### config.mk
export PLATFORM = sky130hd
export DESIGN_NAME = hilbert_index_to_xy
export DESIGN_NICKNAME = d
export VERILOG_FILES = /design/src/hdl/hix_pkg.sv /design/src/hdl/hilbert_index_to_xy.sv /design/src/hdl/hix_front.sv /design/src/hdl/hix_level.sv /design/src/hdl/hix_back.sv
export SDC_FILE = /design/constraint.sdc
export NUM_CORES = 1
export LEC_CHECK = 0
export BUFFER_PORTS_ARGS = -buffer_cell sky130_fd_sc_hd__buf_2
export CORE_UTILIZATION = 25
export DETAILED_ROUTE_END_ITERATION = 8
export SLEW_MARGIN = 30
export SYNTH_ARGS = -nofsm -noshare
export SYNTH_HDL_FRONTEND = slang
export SYNTH_SLANG_ARGS = --single-unit
### constraint.sdc
create_clock -name i_clk -period 5.6 [get_ports i_clk]
set_clock_uncertainty 0.15 [all_clocks]
set_input_delay 1.12 -clock i_clk [delete_from_list [all_inputs] [get_ports i_clk]]
set_output_delay 1.12 -clock i_clk [all_outputs]
set_load 0.05 [all_outputs]
### src/hdl/hix_pkg.sv
// Shared types and constants for the Hilbert curve index-to-cell converter.
// No dependencies; every other file of the block refers to it by scoped names.
package hix_pkg;

    localparam int IDX_W         = 31;  // curve position width
    localparam int CFG_W         = 4;   // curve_order register width
    localparam int ORD_W         = 5;   // effective order, holds up to 31
    localparam int CELL_W        = 16;  // output coordinate width
    localparam int MAX_ORDER_DEF = 15;
    localparam logic [CFG_W-1:0] ORDER_RST = CFG_W'(1);

    // Control that travels with every item down the pipeline.
    typedef struct packed {
        logic             ok;     // index lies in 1..4^order
        logic [ORD_W-1:0] order;  // effective order for this item
        logic [IDX_W-1:0] pos;    // zero-based curve position
    } t_ctl;

endpackage

### src/hdl/hilbert_index_to_xy.sv
// Hilbert curve index to (x,y) cell converter, top level.
// Stages: one range-check stage, one stage per curve level 2..MAX_ORDER and one
// output stage. Throughput: one item per cycle while the output is not stalled;
// every stage has its own valid bit, so bubbles close up and the input keeps
// flowing while a result waits at the output.
// Reset (synchronous, i_rst_n low): pipeline empties, curve_order returns to 1.
module hilbert_index_to_xy #(
    parameter int MAX_ORDER = hix_pkg::MAX_ORDER_DEF
) (
    input  logic                       i_clk,
    input  logic                       i_rst_n,
    // Input channel
    input  logic                       i_valid,
    output logic                       o_stall,
    input  logic [hix_pkg::IDX_W-1:0]  i_curve_index,
    // Output channel
    output logic                       o_valid,
    input  logic                       i_stall,
    output logic [hix_pkg::CELL_W-1:0] o_cell_x,
    output logic [hix_pkg::CELL_W-1:0] o_cell_y,
    output logic                       o_index_ok,
    // Configuration
    input  logic                       i_curve_order_we,
    input  logic [hix_pkg::CFG_W-1:0]  i_curve_order
);

    // Zero-based coordinates at level L stay below 2^L.
    localparam int CW = MAX_ORDER;

    logic [hix_pkg::CFG_W-1:0] r_curve_order;

    // Stage s holds the cell after level s has been applied.
    logic          stg_valid [1:MAX_ORDER];
    logic          stg_ready [1:MAX_ORDER];
    hix_pkg::t_ctl stg_ctl   [1:MAX_ORDER];
    logic [CW-1:0] stg_x     [1:MAX_ORDER];
    logic [CW-1:0] stg_y     [1:MAX_ORDER];
    logic          front_ready;
    logic          back_ready;

    // Configuration register: to be written only while the pipeline is empty; the block does not enforce this.
    always_ff @(posedge i_clk) begin
        if (!i_rst_n) begin
            r_curve_order <= hix_pkg::ORDER_RST;
        end else if (i_curve_order_we) begin
            r_curve_order <= i_curve_order;
        end
    end

    // Range check and order-one cell.
    hix_front #(
        .MAX_ORDER (MAX_ORDER),
        .CW        (CW)
    ) u_front (
        .i_clk         (i_clk),
        .i_rst_n       (i_rst_n),
        .i_valid       (i_valid),
        .o_ready       (front_ready),
        .i_curve_index (i_curve_index),
        .i_curve_order (r_curve_order),
        .o_valid       (stg_valid[1]),
        .i_ready       (stg_ready[1]),
        .o_ctl         (stg_ctl[1]),
        .o_x           (stg_x[1]),
        .o_y           (stg_y[1])
    );

    assign o_stall = !front_ready;

    // One stage per level; a level above the item's order passes the cell on.
    for (genvar lv = 2; lv <= MAX_ORDER; lv++) begin : g_level
        hix_level #(
            .LEVEL (lv),
            .CW    (CW)
        ) u_level (
            .i_clk   (i_clk),
            .i_rst_n (i_rst_n),
            .i_valid (stg_valid[lv-1]),
            .o_ready (stg_ready[lv-1]),
            .i_ctl   (stg_ctl[lv-1]),
            .i_x     (stg_x[lv-1]),
            .i_y     (stg_y[lv-1]),
            .o_valid (stg_valid[lv]),
            .i_ready (stg_ready[lv]),
            .o_ctl   (stg_ctl[lv]),
            .o_x     (stg_x[lv]),
            .o_y     (stg_y[lv])
        );
    end

    // Output register: one-based cell, zero for an out-of-range index.
    hix_back #(
        .CW (CW)
    ) u_back (
        .i_clk      (i_clk),
        .i_rst_n    (i_rst_n),
        .i_valid    (stg_valid[MAX_ORDER]),
        .o_ready    (back_ready),
        .i_ctl      (stg_ctl[MAX_ORDER]),
        .i_x        (stg_x[MAX_ORDER]),
        .i_y        (stg_y[MAX_ORDER]),
        .o_valid    (o_valid),
        .i_ready    (!i_stall),
        .o_cell_x   (o_cell_x),
        .o_cell_y   (o_cell_y),
        .o_index_ok (o_index_ok)
    );

    assign stg_ready[MAX_ORDER] = back_ready;

    // An invalid index always comes out as cell (0,0).
    a_invalid_zero: assert property (@(posedge i_clk) disable iff (!i_rst_n)
        o_valid && !o_index_ok |-> o_cell_x == '0 && o_cell_y == '0)
        else $error("invalid item with nonzero cell");

    // A valid index lands on a one-based cell while coordinates fit the port.
    a_valid_nonzero: assert property (@(posedge i_clk) disable iff (!i_rst_n)
        (MAX_ORDER < hix_pkg::CELL_W) && o_valid && o_index_ok
        |-> o_cell_x != '0 && o_cell_y != '0)
        else $error("valid item with zero coordinate");

    // The input is held off only when the whole pipeline is backed up.
    a_stall_cause: assert property (@(posedge i_clk) disable iff (!i_rst_n)
        o_stall |-> o_valid && i_stall)
        else $error("input stalled without output back-pressure");

    // Reset drains the pipeline.
    a_reset_empty: assert property (@(posedge i_clk)
        !i_rst_n |=> !o_valid)
        else $error("result present right after reset");

endmodule

### src/hdl/hix_front.sv
// First pipeline stage: range check, zero-based position and order-one cell.
// Depends on hix_pkg.
module hix_front #(
    parameter int MAX_ORDER = hix_pkg::MAX_ORDER_DEF,
    parameter int CW        = MAX_ORDER
) (
    input  logic                      i_clk,
    input  logic                      i_rst_n,
    input  logic                      i_valid,
    output logic                      o_ready,
    input  logic [hix_pkg::IDX_W-1:0] i_curve_index,
    input  logic [hix_pkg::CFG_W-1:0] i_curve_order,
    output logic                      o_valid,
    input  logic                      i_ready,
    output hix_pkg::t_ctl             o_ctl,
    output logic [CW-1:0]             o_x,
    output logic [CW-1:0]             o_y
);

    localparam logic [hix_pkg::ORD_W-1:0] MAX_K = hix_pkg::ORD_W'(MAX_ORDER);

    logic                        r_valid;
    hix_pkg::t_ctl               r_ctl;
    logic [CW-1:0]               r_x;
    logic [CW-1:0]               r_y;
    hix_pkg::t_ctl               n_ctl;
    logic [CW-1:0]               n_x;
    logic [CW-1:0]               n_y;
    logic [hix_pkg::ORD_W-1:0]   cfg_k;
    logic [hix_pkg::ORD_W:0]     shamt;

    // Clamp the stored order into 1..MAX_ORDER.
    always_comb begin
        cfg_k = {1'b0, i_curve_order};
        if (cfg_k == '0) begin
            cfg_k = hix_pkg::ORD_W'(1);
        end else if (cfg_k > MAX_K) begin
            cfg_k = MAX_K;
        end
        shamt       = {cfg_k, 1'b0};
        n_ctl.order = cfg_k;
        n_ctl.pos   = i_curve_index - hix_pkg::IDX_W'(1);
        n_ctl.ok    = (i_curve_index != '0) && ((n_ctl.pos >> shamt) == '0);
        // Order-one cell, zero based: digit 0..3 gives (0,0),(0,1),(1,1),(1,0).
        n_x         = CW'(n_ctl.pos[1]);
        n_y         = CW'(n_ctl.pos[1] ^ n_ctl.pos[0]);
    end

    assign o_ready = !r_valid || i_ready;

    always_ff @(posedge i_clk) begin
        if (!i_rst_n) begin
            r_valid <= 1'b0;
        end else if (o_ready) begin
            r_valid <= i_valid;
        end
    end

    always_ff @(posedge i_clk) begin
        if (o_ready && i_valid) begin
            r_ctl <= n_ctl;
            r_x   <= n_x;
            r_y   <= n_y;
        end
    end

    assign o_valid = r_valid;
    assign o_ctl   = r_ctl;
    assign o_x     = r_x;
    assign o_y     = r_y;

endmodule

### src/hdl/hix_level.sv
// One curve level as a pipeline stage: reads its base-4 digit and folds the
// lower-level cell into the quadrant. Depends on hix_pkg.
module hix_level #(
    parameter int LEVEL = 2,
    parameter int CW    = hix_pkg::MAX_ORDER_DEF
) (
    input  logic          i_clk,
    input  logic          i_rst_n,
    input  logic          i_valid,
    output logic          o_ready,
    input  hix_pkg::t_ctl i_ctl,
    input  logic [CW-1:0] i_x,
    input  logic [CW-1:0] i_y,
    output logic          o_valid,
    input  logic          i_ready,
    output hix_pkg::t_ctl o_ctl,
    output logic [CW-1:0] o_x,
    output logic [CW-1:0] o_y
);

    localparam logic [CW-1:0] HALF = CW'(1) << (LEVEL - 1);
    localparam logic [CW-1:0] LOW  = HALF - CW'(1);           // 2^(L-1) - 1
    localparam logic [CW-1:0] TOP  = {CW{1'b1}} >> (CW - LEVEL); // 2^L - 1
    localparam int            DSH  = 2 * (LEVEL - 1);

    logic          r_valid;
    hix_pkg::t_ctl r_ctl;
    logic [CW-1:0] r_x;
    logic [CW-1:0] r_y;
    logic [CW-1:0] n_x;
    logic [CW-1:0] n_y;
    logic [1:0]    digit;
    logic          active;

    always_comb begin
        digit  = 2'(i_ctl.pos >> DSH);
        active = i_ctl.order >= hix_pkg::ORD_W'(LEVEL);
        n_x    = i_x;
        n_y    = i_y;
        if (active) begin
            case (digit)
                2'd0: begin
                    n_x = i_y;
                    n_y = i_x;
                end
                2'd1: begin
                    n_y = i_y + HALF;
                end
                2'd2: begin
                    n_x = i_x + HALF;
                    n_y = i_y + HALF;
                end
                default: begin
                    n_x = TOP - i_y;
                    n_y = LOW - i_x;
                end
            endcase
        end
    end

    assign o_ready = !r_valid || i_ready;

    always_ff @(posedge i_clk) begin
        if (!i_rst_n) begin
            r_valid <= 1'b0;
        end else if (o_ready) begin
            r_valid <= i_valid;
        end
    end

    always_ff @(posedge i_clk) begin
        if (o_ready && i_valid) begin
            r_ctl <= i_ctl;
            r_x   <= n_x;
            r_y   <= n_y;
        end
    end

    assign o_valid = r_valid;
    assign o_ctl   = r_ctl;
    assign o_x     = r_x;
    assign o_y     = r_y;

endmodule

### src/hdl/hix_back.sv
// Output register: converts to one-based cells and zeroes invalid items.
// Depends on hix_pkg.
module hix_back #(
    parameter int CW = hix_pkg::MAX_ORDER_DEF
) (
    input  logic                       i_clk,
    input  logic                       i_rst_n,
    input  logic                       i_valid,
    output logic                       o_ready,
    input  hix_pkg::t_ctl              i_ctl,
    input  logic [CW-1:0]              i_x,
    input  logic [CW-1:0]              i_y,
    output logic                       o_valid,
    input  logic                       i_ready,
    output logic [hix_pkg::CELL_W-1:0] o_cell_x,
    output logic [hix_pkg::CELL_W-1:0] o_cell_y,
    output logic                       o_index_ok
);

    logic                       r_valid;
    logic [hix_pkg::CELL_W-1:0] r_x;
    logic [hix_pkg::CELL_W-1:0] r_y;
    logic                       r_ok;
    logic [CW:0]                sum_x;
    logic [CW:0]                sum_y;
    logic [hix_pkg::CELL_W-1:0] n_x;
    logic [hix_pkg::CELL_W-1:0] n_y;

    always_comb begin
        sum_x = {1'b0, i_x} + (CW + 1)'(1);
        sum_y = {1'b0, i_y} + (CW + 1)'(1);
        n_x   = i_ctl.ok ? hix_pkg::CELL_W'(sum_x) : '0;
        n_y   = i_ctl.ok ? hix_pkg::CELL_W'(sum_y) : '0;
    end

    assign o_ready = !r_valid || i_ready;

    always_ff @(posedge i_clk) begin
        if (!i_rst_n) begin
            r_valid <= 1'b0;
        end else if (o_ready) begin
            r_valid <= i_valid;
        end
    end

    always_ff @(posedge i_clk) begin
        if (o_ready && i_valid) begin
            r_x  <= n_x;
            r_y  <= n_y;
            r_ok <= i_ctl.ok;
        end
    end

    assign o_valid    = r_valid;
    assign o_cell_x   = r_x;
    assign o_cell_y   = r_y;
    assign o_index_ok = r_ok;

endmodule

==> results of run 1 <==
layout make-up:
class / count / area, sq um
flip-flops and latches: 574 / 17000
clock inverters: 33 / 479
repair buffers: 98 / 608
clock buffers: 70 / 1500
well taps: 1357 / 1700
multi-input cells: 1179 / 8090
fillers: 10100 / 71200
inverters: 43 / 161
stage by stage:
stage / util [%] / hold WS, ns / power [uW]
5_1_grt: 29.4 / 0.245 / 9230
2_1_floorplan: - / 0.250 / 4940
3_5_place_dp: 27.4 / 0.255 / 5010
3_3_place_gp: 27.3 / 0.250 / 5010
4_1_cts: 29.3 / 0.240 / 9060
6_report: 29.4 / 0.243 / 8920
worst max-delay path, cell delays in order:
cell,delay (ns)
buf_2,0.10
nand2_1,0.07
nor2_1,0.23
nand2_1,0.17
nor3_1,0.25
buf_4,0.23
nand3_1,0.12
nor2_1,0.21
and2_1,0.23
buf_2,0.29
sequential cells by signal (all words and copies together), names as in the netlist:
name and count:
u_front.o_ctl 34, u_front.o_valid 1, u_front.o_y 1, g_level.u_level.o_valid 14, g_level.u_level.o_y 119, u_back.o_valid 1
u_back.o_cell_x 16, u_back.o_index_ok 1, g_level.u_level.o_ctl 248, u_back.o_cell_y 16, g_level.u_level.o_x 119, r_curve_order 4
metal layers:
layer / share of wire (%) / vias to the layer above
met5: 0 / -
met4: 2.2 / 0
met3: 4.3 / 68
met2: 52 / 307
met1: 42 / 6845
li1: - / 7385
path summary, 6_finish.rpt:
kind / startpoint / endpoint / slack (ns)
setup / recovery: i_stall / o_stall / 1.29
setup reg to reg: r_curve_order[2] / u_front.o_ctl[36] / 2.33
hold / removal: g_level[7].u_level.o_ctl[29] / g_level[8].u_level.o_ctl[29] / 0.24
hold reg to reg: g_level[7].u_level.o_ctl[29] / g_level[8].u_level.o_ctl[29] / 0.24
kinds of logic after synthesis:
| family | Yosys count | share of synthesized area [%] |
|---|---|---|
| flops | 574 | 66.6 |
| fa+ha+maj | 59 | 2.89 |
| xor+xnor | 51 | 1.75 |
| mux | 131 | 5.16 |
| simple gates | 523 | 9.83 |
| buf+inv | 147 | 2.20 |
| compound gates | 415 | 11.6 |
power by group:
group | total, uW | switching, uW | internal, uW
combinational | 178 | 112 | 66.4
clock | 4000 | 1560 | 2450
sequential | 4740 | 25.1 | 4720
placed cells by master, fill, tap and decap left out, drive strengths merged, types with 5 or more instances in the layout:
master	netlist	final
o21ai	132	132
mux2i	124	124
nand3	17	17
nor3	23	23
xnor2	32	32
a21boi	6	6
and2	51	51
a32oi	11	11
nor2b	50	50
o221ai	87	87
and4	6	6
dfxtp	20	20
nor2	72	72
nor4	15	15
mux2	7	7
edfxtp	554	554
a22oi	75	75
and3	16	16
xor2	19	19
nand4	10	10
nand2b	6	6
clkbuf	95	70
or3	6	6
a21oi	10	10
clkinv	0	19
ha	59	59
nand2	239	239
o211ai	5	5
a22o	34	34
a31oi	10	10
inv	43	45
o21a	13	13
buf	9	98
bufinv	0	12
==> summary.txt, run 1 <==
Status
  • Status: completed

Place
  • Post-Place Cell Area: roughly 28,000 sq um
  • Port bufs: 74
  • Routability Congestion: 0.836
  • Post-DP HPWL: just over 30,000 microns
  • Dpl cells: 3,251
  • Worst slack, placed: about 1.1 ns

Synth
  • Register area share after synthesis: ~67%
  • Post-synth ARST share: 0%
  • Synth Area per Inst: approximately 13 sq um
  • Synth warn: 0
  • Distinct cells, synth: 66
  • Synth Cell Area: 25,600 sq um
  • Yosys top cell area share: about two thirds
  • EDFF count, synth: roughly 550
  • Count leader, synth: edfxtp_1
  • Gate count after technology mapping: approximately 1,900
  • Syn Nets: between 1,500 and 2,000
  • FF+latch count, synth: 574
  • Post-synth top area cell: edfxtp_1
  • Synth area leaders: edfxtp_1 (65%), mux2i_1 (4.9%), nand2_1 (3.5%)
  • Commonest cells post-synth: edfxtp_1 (554), nand2_1 (239), o21ai_0 (126)
  • Primary FF master, synth: edfxtp_1

CTS
  • Root Buffer: clkbuf_16
  • Clk Latency, worst-skew pair: ~0.6 ns
  • Maximum clock insertion buffer count: 3
  • Post-CTS Hold Fix Bufs: 0
  • Clk sink count: between 500 and 600
  • CTS tree: built
  • Post-CTS Setup Bufs: 0
  • TritonCTS Buffers: 56
  • Post-CTS sizing: 0
  • H-Tree Level Count: 2
  • Clock Pin Slew Worst Setup and Hold Paths: roughly 0.060 ns

Setup path
  • WP data arrival: just over 3 ns
  • Worst Reg2Reg Path Length in Cells: 11
  • Worst setup SP type: input port
  • Critical Path RT: 4.33 ns
  • Crit Path Max Fanout: 6
  • Crit path capture type: primary output
  • Crit path kind: in -> out

Cells and area
  • Share of layout cells above drive strength 1: 11.3%
  • Layout Nets: 2,051
  • Post-Layout Cell Count: around 3,400
  • Finished Cell Area: 29,600 sq um
  • Area growth, synth to finish: 15.6%
  • Antenna diodes: 0

Routing
  • Via count: 14,600
  • DR pass1 iterations: 7
  • Vias/cell: 4.35
  • Total Wirelength: 43,200 microns
  • Antenna-violating nets left: 0
  • Wire per inst: about 13 microns
  • DRT iter0 DRCs: ~830
  • Drc violations: 0

Die
  • Die height: 322 microns
  • I/O pins: 75
  • Die W: ~320 microns
  • Die area: around 100,000 sq um
  • Initial Util: about a quarter
  • Num rows: 116
  • Core footprint: 101,000 sq um

Global route
  • Number of global-route vias before repair: around 14,000
  • Largest net degree at the start of global routing: 36
  • Global Route Usage Sum: a little over 8%
  • First-pass GRT wire length: 71,700 microns
  • Met3 usage: under 10%
  • Met1 GRT Util: 9.16%
  • Overflow after GRT: 0
  • Met2 usage: ~15%
  • Busiest layer in global routing: met2
  • Initial antenna violation count: 1

STA
  • Crit share post-route: roughly 77%
  • Slew headroom: 37.5%
  • Final setup violation count: 0
  • Worst Slack Setup Final: 1.29 ns
  • Minimum clock period after layout: 4.31 ns
  • Total negative setup slack: 0 ns
  • Slew Limit Fails: 0
  • Fmax: 232 MHz
  • Worst-Margin Slew: around 0.94 ns
  • Hold Fails Final Rpt: 0
  • RSZ-0062 raised after global routing: no

Pwr
  • Max VDD drop: 0.222 mV
  • Cell area power density: between 300 and 400 nW/um^2
  • Leakage Power: roughly 0.010 uW

Hold path
  • Worst Hold Depth: 0
  • Hold Path Class: reg -> reg

Job
  • Max cap viols: 0
(Power assumes the default switching activity.)
==> run 2: changes to the inputs <==
- clock period: 5.6 -> 3.87 ns (I/O delays scaled with it)
==> summary.txt, run 2 (synthesis gave the netlist of run 1 again) <==
Die
  • Core footprint: 101,000 sq um (unchanged)
  • Die height: 322 microns (unchanged)
  • I/O pins: 75 (unchanged)
  • Die area: 104,000 sq um (unchanged)
  • Initial Util: 25.4% (unchanged)
  • Num rows: 116 (unchanged)
  • Die W: 322 microns (unchanged)

Global route
  • Global Route Usage Sum: 8.30% (+0.056 points)
  • Number of global-route vias before repair: 14,400 (+0.10%)
  • Overflow after GRT: 0 (unchanged)
  • First-pass GRT wire length: 72,200 microns (+0.77%)
  • Initial antenna violation count: 2 (+1)
  • Largest net degree at the start of global routing: 36 (unchanged)

STA
  • Crit share post-route: about 92%
  • Worst-Margin Slew: 1.01 ns (+0.0741 ns)
  • RSZ-0062 raised after global routing: no
  • Minimum clock period after layout: roughly 3.6 ns
  • Hold Fails Final Rpt: 0 (unchanged)
  • Worst Slack Setup Final: 0.297 ns (-0.988 ns)
  • Fmax: 280 MHz
  • Final setup violation count: 0 (unchanged)
  • Slew Limit Fails: 0 (unchanged)
  • Total negative setup slack: 0 ns (unchanged)
  • Slew headroom: 32.3% (-5.3 points)

Setup path
  • Top cell by count, worst path: buf_4
  • Crit path kind: reg -> out
  • Crit Path Max Fanout: 6 (unchanged)
  • Crit path capture type: primary output
  • Crit path cell chain: nand2_1 -> nor2_4 -> nand2_1 -> nor3_1 -> buf_4 -> nand3_1 -> nor2_1 -> buf_4 -> and2_1 -> buf_4
  • WP data arrival: 2.65 ns (-0.39 ns)
  • R2R Setup Slk: 0.84 ns (-1.49 ns)
  • Slowest CP cell: dfxtp_1
  • Critical Path RT: 2.95 ns (-1.38 ns)
  • Worst setup SP type: register
  • Critical Path Max Stage Delay: 0.38 ns (+0.09 ns)

Hold path
  • Hold Path Class: in -> reg

Pwr
  • Max VDD drop: 0.360 mV (+62%)
  • Leakage Power: 0.0101 uW (+0.63%)
  • Overall Power: 12,700 uW (+43%)
  • Cell area power density: 429 nW/um^2 (+42%)

CTS
  • Clk Latency, worst-skew pair: 0.61 ns (about the same)
  • H-Tree Level Count: 2 (unchanged)
  • Maximum clock insertion buffer count: 3 (unchanged)
  • Clock Pin Slew Worst Setup and Hold Paths: 0.06 ns (about the same)
  • TritonCTS Buffers: 58 (+3.6%)
  • CTS tree: built
  • Root Buffer: clkbuf_16
  • Clk sink count: 574 (unchanged)

Routing
  • Antenna-violating nets left: 0 (unchanged)
  • DRT iter0 DRCs: 909 (+9.9%)
  • Total Wirelength: 43,500 microns (+0.58%)
  • Vias/cell: 4.37 (+0.32%)
  • Drc violations: 0 (unchanged)
  • Wire per inst: 12.9 microns (-0.19%)
  • DR pass1 iterations: 5 (-2)
  • Via count: 14,800 (+1.1%)

Job
  • Max cap viols: 0 (unchanged)

Cells and area
  • Most frequent cells in the layout: edfxtp_1 (554), nand2_1 (239), o21ai_0 (125)
  • Post-Layout Cell Count: 3,380 (+0.78%)
  • Antenna diodes: 0 (unchanged)
  • Filler cells: 10,200 (+0.42%)
  • Finished Cell Area: 29,600 sq um (+0.25%)
  • Share of layout cells above drive strength 1: 12.1% (+0.84 points)
  • Area growth, synth to finish: 15.9%
  • Max FFs per register: 248 (unchanged)
  • Commonest non-fill, non-tap cell in the layout: edfxtp_1
  • Layout Nets: 2,073 (+1.1%)

Place
  • Post-DP HPWL: 30,900 microns (+1.1%)
  • Routability Congestion: 0.827 (-1.1%)
  • Port bufs: 74 (unchanged)
  • Worst slack, placed: 0.112 ns (-1.02 ns)
  • Post-Place Cell Area: 27,700 sq um (+0.35%)
  • Dpl cells: 3,269 (+0.55%)

Status
  • Status: completed
## run 2: cell count changes in the layout (fill, tap and decap cells not counted), sizes merged
cell	change
buf	+20
bufinv	-6
clkbuf	+2
clkinv	+5
clkinvlp	+3
inv	+2
## run 2: power breakdown
part           switching (uW)  internal [uW]
clock                    2300           3300
sequential               34.9           6830
combinational             164            100
## run 2: metal layers
metal	vias to the layer above	GRT usage [%]	wire, microns
li1	7430	-	-
met1	6965	9.39	18300
met2	282	15.2	22000
met3	84	1.81	1960
met4	4	2.97	1130
met5	-	0	18
## run 2: metrics by stage
step	hold WS (ns)	util (%)
after floorplan	0.250	-
after global placement	0.252	27.4
after detailed placement	0.255	27.5
after CTS	0.188	29.4
after global routing	0.225	29.4
final	0.237	29.4
## run 2: timing repair
| action | CTS | global route |
|---|---|---|
| hold buffers | 0 | 0 |
| setup buffers | 0 | 2 |
| gates resized for setup | 1 | 4 |
| pin swaps | 0 | 0 |
| endpoints found under the setup margin | 1 | 1 |
## run 2: critical path: cells and delay by family (launching register included)
kind	cells	cell delay (ns)
AND/OR/NAND/NOR	7	1.08
buffers and inverters	3	0.58
flip-flops	1	0.38
## run 2: area by class of cell
class                   count  area (sq um)  area share [%]
well taps                1357          1700            5.73
clock inverters            37           344            1.16
multi-input cells        1179          8090            27.3
repair buffers            118           726            2.45
flip-flops and latches    574         17000            57.5
clock buffers              72          1590            5.35
inverters                  43           161           0.545
## run 2: final timing paths
| kind | start | end | depth (start not counted) |
|---|---|---|---|
| worst max-delay path | u_back.o_valid | o_stall | 10 |
| worst min-delay path | i_valid | u_front.o_valid | 2 |
| worst max register to register | r_curve_order[2] | u_front.o_ctl[36] | 10 |
| worst min register to register | g_level[7].u_level.o_ctl[28] | g_level[8].u_level.o_ctl[28] | 0 |
